$ cat src/sv/numeric_format_converter_macros.svh
// Assertion macros shared by the converter RTL.
// Needs a clock named clk and a reset named rst in the including scope.
`ifndef NUMERIC_FORMAT_CONVERTER_MACROS_SVH
`define NUMERIC_FORMAT_CONVERTER_MACROS_SVH

// Same-cycle implication
`define NFC_ASSERT_IMP(lbl, ante, cons, msg) \
  lbl: assert property (@(posedge clk) disable iff (rst) (ante) |-> (cons)) else $error(msg);

// Next-cycle implication
`define NFC_ASSERT_NXT(lbl, ante, cons, msg) \
  lbl: assert property (@(posedge clk) disable iff (rst) (ante) |=> (cons)) else $error(msg);

`endif

$ cat src/sv/nfc_pkg.sv
// Shared types and codes for the numeric format converter.
// No dependencies.
package nfc_pkg;

  // Type codes on source_type / target_type
  localparam logic [2:0] TY_I32  = 3'd0;
  localparam logic [2:0] TY_I64  = 3'd1;
  localparam logic [2:0] TY_F32  = 3'd2;
  localparam logic [2:0] TY_F64  = 3'd3;
  localparam logic [2:0] TY_BOOL = 3'd4;

  // What the back end of the pipe does with a transaction
  typedef enum logic [1:0] {
    K_PASS,   // mag already holds the final result
    K_RND,    // round mag * 2^e into a float
    K_F2I     // shift significand, then apply sign
  } nfc_kind_t;

  // Per-transaction pipeline payload
  typedef struct packed {
    nfc_kind_t          kind;
    logic               conv;
    logic               narrow;   // 32-bit result
    logic               dbl;      // float target is binary64
    logic               neg;
    logic [63:0]        mag;
    logic signed [12:0] e;
    logic signed [12:0] ex;
    logic [5:0]         p;
    logic               zero;
    logic               tiny;
    logic               shl;
    logic               big;
    logic [6:0]         amt;
    logic               guard;
    logic               sticky;
  } nfc_item_t;

endpackage

$ cat src/sv/nfc_decode.sv
// Front-end decode: classifies the type pair and unpacks the source value.
// Depends on nfc_pkg.
module nfc_decode import nfc_pkg::*; (
  input  logic [63:0] value_bits,
  input  logic [2:0]  source_type,
  input  logic [2:0]  target_type,
  output nfc_item_t   item
);

  logic [31:0]        lo;
  logic [63:0]        sx;
  logic [63:0]        ival;
  logic               sdbl;
  logic [10:0]        expf;
  logic [51:0]        frac;
  logic               sgn;
  logic               emax;
  logic signed [12:0] fex;
  logic [6:0]         m7;
  logic [6:0]         w7;
  logic [63:0]        maxv;
  logic [63:0]        minv;

  assign lo = value_bits[31:0];
  assign sx = {{32{lo[31]}}, lo};

  always_comb begin
    item        = '0;
    item.kind   = K_PASS;
    sdbl        = (source_type == TY_F64);
    sgn         = sdbl ? value_bits[63] : lo[31];
    expf        = sdbl ? value_bits[62:52] : {3'b0, lo[30:23]};
    frac        = sdbl ? value_bits[51:0] : {29'b0, lo[22:0]};
    emax        = sdbl ? (expf == 11'h7FF) : (expf == 11'h0FF);
    fex         = $signed({2'b0, expf}) - (sdbl ? 13'sd1023 : 13'sd127);
    m7          = sdbl ? 7'd52 : 7'd23;
    w7          = (target_type == TY_I64) ? 7'd64 : 7'd32;
    maxv        = (target_type == TY_I64) ? 64'h7FFF_FFFF_FFFF_FFFF : 64'h0000_0000_7FFF_FFFF;
    minv        = (target_type == TY_I64) ? 64'h8000_0000_0000_0000 : 64'h0000_0000_8000_0000;
    ival        = (source_type == TY_I32) ? sx : value_bits;

    if (source_type > TY_BOOL || target_type > TY_BOOL) begin
      item.conv = 1'b0;
    end else if (source_type == target_type) begin
      item.conv = 1'b1;
      item.mag  = value_bits;
    end else if (source_type == TY_BOOL || target_type == TY_BOOL) begin
      item.conv = 1'b0;
    end else begin
      item.conv   = 1'b1;
      item.narrow = (target_type == TY_I32) || (target_type == TY_F32);
      item.dbl    = (target_type == TY_F64);
      if (source_type == TY_I32 && target_type == TY_I64) begin
        item.mag = sx;
      end else if (source_type == TY_I64 && target_type == TY_I32) begin
        item.mag = {32'b0, lo};
      end else if (source_type == TY_I32 || source_type == TY_I64) begin
        // integer to float
        item.kind = K_RND;
        item.neg  = ival[63];
        item.mag  = ival[63] ? (64'd0 - ival) : ival;
        item.e    = '0;
      end else if (target_type == TY_F32 || target_type == TY_F64) begin
        // float to float
        if (emax) begin
          if (sdbl) begin
            item.mag = {32'b0, sgn, 31'h7F80_0000 |
                        ((frac != '0) ? {8'h00, 1'b1, frac[50:29]} : 31'h0)};
          end else begin
            item.mag = {sgn, 63'h7FF0_0000_0000_0000 |
                        ((frac != '0) ? {11'h000, 1'b1, frac[21:0], 29'b0} : 63'h0)};
          end
        end else begin
          item.kind = K_RND;
          item.neg  = sgn;
          if (expf == '0) begin
            item.mag = {12'b0, frac};
            item.e   = sdbl ? -13'sd1074 : -13'sd149;
          end else begin
            item.mag = sdbl ? {11'b0, 1'b1, frac} : {40'b0, 1'b1, frac[22:0]};
            item.e   = $signed({2'b0, expf}) - (sdbl ? 13'sd1075 : 13'sd150);
          end
        end
      end else begin
        // float to integer, truncating
        if (emax) begin
          item.mag = (frac != '0) ? 64'd0 : (sgn ? minv : maxv);
        end else if (expf == '0 || fex < 13'sd0) begin
          item.mag = '0;
        end else if (fex >= $signed({6'b0, w7}) - 13'sd1) begin
          item.mag = sgn ? minv : maxv;
        end else begin
          item.kind = K_F2I;
          item.neg  = sgn;
          item.mag  = sdbl ? {11'b0, 1'b1, frac} : {40'b0, 1'b1, frac[22:0]};
          item.shl  = (fex >= $signed({6'b0, m7}));
          item.amt  = item.shl ? (fex[6:0] - m7) : (m7 - fex[6:0]);
        end
      end
    end
  end

endmodule

$ cat src/sv/numeric_format_converter.sv
// Top level of the numeric format converter: five-stage conversion pipe.
// Depends on nfc_pkg, nfc_decode and numeric_format_converter_macros.svh.
//
//   channel | handshake            | payload
//   input   | in_valid / in_stall   | value_bits, source_type, target_type
//   output  | out_valid / out_stall | result_bits, converted
//
// One transaction per cycle unless a stall holds it; the stages are decode,
// leading-one search, exponent math, alignment shift, round and pack.
// Reset clears the stage valid bits only.
// A stall holds only the stages that are full behind it; bubbles close up,
// so the input keeps taking transactions while a result waits, until every stage is full.
`include "numeric_format_converter_macros.svh"

module numeric_format_converter import nfc_pkg::*; (
  input  logic        clk,
  input  logic        rst,
  input  logic        in_valid,
  output logic        in_stall,
  input  logic [63:0] value_bits,
  input  logic [2:0]  source_type,
  input  logic [2:0]  target_type,
  output logic        out_valid,
  input  logic        out_stall,
  output logic [63:0] result_bits,
  output logic        converted
);

  nfc_item_t d0, s1, s2, s3, s4, s5;
  nfc_item_t s2_next, s3_next, s4_next, s5_next;
  logic      v1, v2, v3, v4, v5;
  logic      rdy1, rdy2, rdy3, rdy4, rdy5;

  nfc_decode u_dec (
    .value_bits  (value_bits),
    .source_type (source_type),
    .target_type (target_type),
    .item        (d0)
  );

  // Stage ready chain
  assign rdy5     = !v5 || !out_stall;
  assign rdy4     = !v4 || rdy5;
  assign rdy3     = !v3 || rdy4;
  assign rdy2     = !v2 || rdy3;
  assign rdy1     = !v1 || rdy2;
  assign in_stall = !rdy1;

  // Leading one of the magnitude
  always_comb begin
    s2_next      = s1;
    s2_next.p    = '0;
    s2_next.zero = (s1.mag == '0);
    for (int i = 0; i < 64; i++) begin
      if (s1.mag[i]) s2_next.p = 6'(i);
    end
  end

  // Exponent, subnormal check and alignment amount
  logic signed [12:0] emin, mant, q, sh;
  always_comb begin
    s3_next = s2;
    emin    = s2.dbl ? -13'sd1022 : -13'sd126;
    mant    = s2.dbl ? 13'sd52 : 13'sd23;
    s3_next.ex   = $signed({7'b0, s2.p}) + s2.e;
    s3_next.tiny = s3_next.ex < emin;
    q  = s3_next.tiny ? (emin - mant) : (s3_next.ex - mant);
    sh = q - s2.e;
    if (s2.kind == K_RND) begin
      s3_next.shl = (sh <= 13'sd0);
      s3_next.big = (sh > 13'sd64);
      s3_next.amt = s3_next.shl ? 7'(-sh) : (s3_next.big ? 7'd64 : sh[6:0]);
    end
  end

  // Alignment shift with guard and sticky
  logic [6:0]  am1;
  logic [63:0] lowmask;
  always_comb begin
    s4_next        = s3;
    s4_next.guard  = 1'b0;
    s4_next.sticky = 1'b0;
    am1            = s3.amt - 7'd1;
    lowmask        = (64'd1 << am1[5:0]) - 64'd1;
    if (s3.kind != K_PASS) begin
      if (s3.shl) begin
        s4_next.mag = s3.mag << s3.amt;
      end else if (s3.big) begin
        s4_next.mag = '0;
      end else begin
        s4_next.mag = s3.mag >> s3.amt;
        if (s3.amt != '0) begin
          s4_next.guard  = s3.mag[am1[5:0]];
          s4_next.sticky = (s3.mag & lowmask) != '0;
        end
      end
    end
  end

  // Round, pack and saturate
  logic [63:0] kept, enc, top, sb;
  logic [12:0] biased;
  always_comb begin
    s5_next = s4;
    kept    = s4.mag + {63'b0, s4.guard && (s4.sticky || s4.mag[0])};
    top     = s4.dbl ? 64'h7FF0_0000_0000_0000 : 64'h0000_0000_7F80_0000;
    sb      = s4.neg ? (s4.dbl ? 64'h8000_0000_0000_0000 : 64'h0000_0000_8000_0000) : '0;
    biased  = 13'(s4.ex + (s4.dbl ? 13'sd1022 : 13'sd126));
    enc     = s4.tiny ? kept :
              (({51'b0, biased} << (s4.dbl ? 7'd52 : 7'd23)) + kept);
    if (enc >= top) enc = top;
    case (s4.kind)
      K_RND:   s5_next.mag = s4.zero ? sb : (sb | enc);
      K_F2I: begin
        s5_next.mag = s4.neg ? (64'd0 - s4.mag) : s4.mag;
        if (s4.narrow) s5_next.mag[63:32] = '0;
      end
      default: s5_next.mag = s4.mag;
    endcase
  end

  // Stage registers
  always_ff @(posedge clk) begin
    if (rst) begin
      v1 <= 1'b0;
      v2 <= 1'b0;
      v3 <= 1'b0;
      v4 <= 1'b0;
      v5 <= 1'b0;
    end else begin
      if (rdy1) v1 <= in_valid;
      if (rdy2) v2 <= v1;
      if (rdy3) v3 <= v2;
      if (rdy4) v4 <= v3;
      if (rdy5) v5 <= v4;
    end
  end

  always_ff @(posedge clk) begin
    if (rdy1) s1 <= d0;
    if (rdy2) s2 <= s2_next;
    if (rdy3) s3 <= s3_next;
    if (rdy4) s4 <= s4_next;
    if (rdy5) s5 <= s5_next;
  end

  assign out_valid   = v5;
  assign result_bits = s5.mag;
  assign converted   = s5.conv;

  `NFC_ASSERT_IMP(a_refused_zero, out_valid && !converted, result_bits == 64'd0, "refused transaction with nonzero result")
  `NFC_ASSERT_IMP(a_narrow_upper, out_valid && s5.narrow, result_bits[63:32] == 32'd0, "32-bit result with upper bits set")
  `NFC_ASSERT_NXT(a_advance, v4 && rdy5, out_valid, "stage four transaction lost")

endmodule

$ cat config.mk
export PLATFORM = sky130hd
export DESIGN_NAME = numeric_format_converter
export DESIGN_NICKNAME = d
export VERILOG_FILES = /design/src/sv/nfc_pkg.sv /design/src/sv/nfc_decode.sv /design/src/sv/numeric_format_converter.sv
export VERILOG_INCLUDE_DIRS = /design/src /design/src/sv
export SDC_FILE = /design/constraint.sdc
export NUM_CORES = 2
export LEC_CHECK = 0
export BUFFER_PORTS_ARGS = -buffer_cell sky130_fd_sc_hd__buf_2
export CAP_MARGIN = 20
export CORE_ASPECT_RATIO = 0.6
export CORE_MARGIN = 2
export CORE_UTILIZATION = 28
export CTS_CLUSTER_SIZE = 40
export DETAILED_ROUTE_END_ITERATION = 16
export GPL_ROUTABILITY_DRIVEN = 1
export PLACE_DENSITY = 0.5
export SLEW_MARGIN = 30
export SYNTH_ARGS = -nofsm -noshare
export SYNTH_HDL_FRONTEND = slang
export SYNTH_SLANG_ARGS = --single-unit
$ cat constraint.sdc
create_clock -name clk -period 7.6 [get_ports clk]
set_input_delay 0 -clock clk [delete_from_list [all_inputs] [get_ports clk]]
set_output_delay 0 -clock clk [all_outputs]
set_load 0.05 [all_outputs]
== Yosys cells after proc, flatten, opt, wreduce, memory -nomap -nowiden ==
Index checks and enable logic that the tools add are counted.

* Bits in registers: 440
* Output and inout bits: 67
* Word-level logic and storage cells: 277

* $add $sub $neg: 17
* $lt $le $gt $ge: 10
* Eq/ne operators: 13
* Shift operators: 4
* Mux-type cells: 131
* Bitwise gates (word level): 5
* Reductions and logical operators: 41

{| class="wikitable"
|+ Operator list
! kind !! count
|-
| $mux 64 || 22
|-
| $mux 6 || 33
|-
| $mux 77 || 2
|-
| $pmux 64 s2 || 1
|-
| $sub 1x64->64 const A || 2
|-
| $mux 63 || 2
|-
| $mux 52 || 2
|-
| $mux 5 || 16
|-
| $mux 78 || 1
|-
| $mux 13 || 5
|-
| $mux 65 || 1
|-
| $add 64x1->64 || 1
|-
| $add 64x64->64 || 1
|-
| $and 64x64->64 || 1
|-
| $ge 64x63->1 || 1
|-
| $logic_not 64->1 || 1
|-
| $or 64x64->64 || 1
|-
| $reduce_bool 64->1 || 1
|-
| $shl 1x6->64 const A || 1
|-
| $shl 13x6->64 || 1
|-
| $shl 64x7->64 || 1
|-
| $shr 64x7->64 || 1
|-
| $sub 64x1->64 const B || 1
|-
| $mux 53 || 1
|-
| other kinds (55) || 121
|}

== Longest topological paths before layout ==
* Depth after elaboration: 62
* Depth in mapped cells: 35
* Depth with buffers taken out: 32

== Cells and area by module ==
A second synthesis with hierarchy kept.

* Cells, all modules: 4971
* Area total of the unflattened synthesis: 41129.4 µm²

{| class="wikitable"
|+ Modules (own cells, without submodules)
! module !! instances !! cells each !! area each (µm²) !! seq. area each (µm²)
|-
| numeric_format_converter || 1 || 3834 || 34187.8 || 13222.7
|-
| nfc_decode || 1 || 1137 || 6941.7 || 0.0
|}

== Worst setup path after synthesis ==
No wires, ideal clock.

* Kind: register to register
* From: reg s4[20] (netlist name)
* To: reg s5 (netlist bit result_bits[53]), data pin
* Setup time: 0.261 ns
* Arrival: 6.769 ns
* Setup slack: 0.570 ns
* Stages on the path, launching flop included: 32
* Path buffers: 2
* Period minus slack after synthesis: 7.030 ns
* Cells stage by stage: edfxtp_1 > inv_1 > ha_1 > or3b_2 > o31a_1 > o21ai_0 > a21boi_0 > o21ai_0 > xor2_1 > nor2_1 > ha_1 > clkbuf_1 > o21ai_0 > or3_1 > o21ai_0 > nand2_1 > o31ai_1 > a31oi_1 > a21oi_1 > xnor2_1 > a21oi_1 > ha_1 > a211o_1 > a2111oi_0 > o211ai_1 > a211oi_1 > and3_1 > nand3_1 > o41ai_4 > a21oi_1 > buf_2 > a311o_1

{| class="wikitable"
|+ RTL lines
! what !! RTL line !! source
|-
| start, declared || numeric_format_converter.sv:29 || <nowiki>nfc_item_t d0, s1, s2, s3, s4, s5;</nowiki>
|-
| start signal, assigned || numeric_format_converter.sv:143 || <nowiki>if (rdy4) s4 <= s4_next;</nowiki>
|-
| end signal, assigned || numeric_format_converter.sv:144 || <nowiki>if (rdy5) s5 <= s5_next;</nowiki>
|-
| end, declared || numeric_format_converter.sv:29 ||
|}

==> impl_results.md <==
- Run status: finished clean
- Final Wtd Congestion: 1.013
- DRT Wirelength: 201100 um
- Lkg Pwr: 17.98 nW
- Register area: 13160 sq um
- HPWL Detailed: 155700 um
- Initial antenna violation count: 17
- Die Y: between 200 and 300 um
- DRC Markers: 0
- Clk slew on worst S/H paths: 60 ps
- # H-tree levels: 2
- Post-synthesis cell area: a little under 40000 sq um
- Area leader, netlist: edfxtp_1
- Filler Cell Count: 14930
- Critical path endpoint category: flip-flop
- Sequential-to-total area share from yosys stat: 33.36%
- I/O Buffers: 140
- Most Frequent Cell on Critical Path: buf_4
- Nets: 5171
- Design area: 45740 sq um
- Final setup fails: 0
- Synth Warn #: 0
- Post-synthesis cell count: 4842
- Routed vias/inst: 6.021
- Most common cell after layout, fill and taps aside: nor2_1
- Kind of critical path: flip-flop to flip-flop
- Hold Crit Class: input port to flip-flop
- Crit Path Max Fanout: 11
- Slowest cell on crit path: xnor2_1
- Core area: 139500 sq um
- Worst EP required: around 8000 ps
- CTS tree: yes
- Multi-input logic area: approximately 25000 sq um
- Initial Utilization: about 28%
- CP Launch Type: flip-flop
- Die area: 144000 sq um
- Vias: 41660
- Largest stage delay, worst path: 540 ps
- Max-Cap Viols: 0
- Yosys cell types: 96
- Clk Latency, worst-skew pair: 680 ps
- Core Rows: 106
- EDFF count, synth: 435
- CTS buffer count: between 40 and 50
- Share of cells above drive strength 1: between 10% and 20%
- GRT Residual Overflow: 0
- Worst EP arrival: 7660 ps
- PwrDens: 248.0 nW/um^2
- Total track usage: 27.03%
- Clk sink count: 440
- Share of the synthesized area in the top cell type: 33.10%
- Pwr Total: 0.01134 W
- Final Max Tran Viols: 0
- Largest net degree at the start of global routing: between 100 and 150
- Clock skew: 88.21 ps
- Fin. Hold Viols: 0
- Slew HR: 22.40%
- Minimum clock period: 7227 ps
- Clock root cell: clkbuf_16
- Top cells by area, synth: edfxtp_1 33%, nor2_1 6.4%, o21ai_0 5.7%
- Final worst-path cycle share: between 90% and 100%
- Most used DFF post-synth: edfxtp_1
- Worst Tran Pin Value: 1152 ps
- Most frequent cells in the layout: 666 x nor2_1, 440 x o21ai_0, 435 x edfxtp_1, 428 x nand2_1, 409 x a21oi_1
- Drt first pass iters: 6
- Synth Register Bits: 440
- Ports: 141
- Die Width: 488.6 um
- 1st-iter DRT viols: 6572
- Post-synthesis async set-or-reset flop share: 0%
- Vias in the first global route: 37430
- Worst VDD drop: 0.1747 mV
- Placed inst area: 43240 sq um
- Maximum clock path buffer count: 3
- Antenna Nets Post-Route: 0
- Area delta synth->final: 15.91%
- F_max: 138.4 MHz
- Mapped Avg Cell Area: slightly above 8 sq um
- Wirelength per Cell: 29.07 um
- First-pass GRT wire length: 285100 um
critical path: cells and delay by family, from the launching register on:
kind,cells,cell delay [ps]
AND/OR/NAND/NOR,8,1490
adder cells (fa/ha/maj),3,830
XOR/XNOR,2,630
buffers and inverters,5,900
AO/OA/AOI/OAI,14,2750
flip-flops,1,390
power by group:
group / internal (W) / total [W] / switching, W
registers: 0.00290 / 0.00317 / 0.000271
logic: 0.00177 / 0.00569 / 0.00392
clock network: 0.00140 / 0.00248 / 0.00108
state kept, by name, indices dropped and copies added, names as in the netlist, 64 cells and up:
register and flops:
s3 94, result_bits 64, s1 91, s2 98
s4 87
metal layers:
layer	vias to the layer above	global-route usage (%)	part of all wire, %
met5	-	0	0.014
met4	4	3.330	1.2
met3	191	10.41	15
met2	2625	32.52	35
met1	20400	43.92	49
li1	18440	-	-
synth_stat cells, drive strengths merged (66+ instances only):
library cell    n
o21ai         459
o31ai          66
inv           116
clkbuf        293
buf            71
mux2i         220
nand2         433
nand2b         92
nor2          674
xor2           73
xnor2         105
edfxtp        435
a21oi         415
nor3          130
nand3          98
o22ai          73
ha             98
logic make-up (layout without fill, tap and decap cells):
group / count (synthesis) / in the layout / share of synthesized area, %
simple gates: 1792 / 1792 / 21.26
compound gates: 1556 / 1556 / 24.88
buf+inv: 484 / 668 / 4.740
flops: 440 / 440 / 33.36
mux: 286 / 286 / 8.377
xor+xnor: 178 / 178 / 3.951
fa+ha+maj: 104 / 104 / 3.412
other cells: 2 / 6 / 0.01903
final timing paths:
path                  start              end  slack [ps]  cells past startpoint
min          target_type[2]          s1[112]          60                      4
min reg2reg           s1[6]            s2[6]         410                      0
max reg2reg          s4[45]  result_bits[55]         370                     32
max                  s4[45]  result_bits[55]         370                     32
final cells by class:
cell class / instances / share of cell area [%]
timing repair buffer: 462 / 7.304
clock buffer: 55 / 2.730
sequential: 440 / 28.78
multi-input combinational: 3920 / 54.15
antenna: 2 / 0.01094
inverter: 120 / 0.9986
clock inverter: 31 / 0.8590
tap: 1890 / 5.171
per-stage QoR:
step / setup slack [ps] / cells / utilization, % / hold WS, ps / TNS, ps
2_1_floorplan: 570.2 / 4844 / - / 69.07 / 0
3_3_place_gp: -112.3 / 6770 / 30.97 / 226.5 / -1815
3_5_place_dp: -318.5 / 6770 / 30.99 / 235.3 / -11090
4_1_cts: 24.31 / 6914 / 32.59 / 3.516 / 0
5_1_grt: -48.94 / 6918 / 32.78 / 30.95 / -316.4
6_report: 373.0 / 6920 / 32.78 / 58.74 / 0
what timing repair did:
action / 4_1_cts / 5_1_grt
buffers inserted: 2 / 3
pin swaps: 2 / 11
endpoints found under the setup margin: 63 / 67
hold endpoints to repair: 68 / 0
hold buffers: 56 / 0
resized for setup: 4 / 45
(Power assumes the default switching activity.)
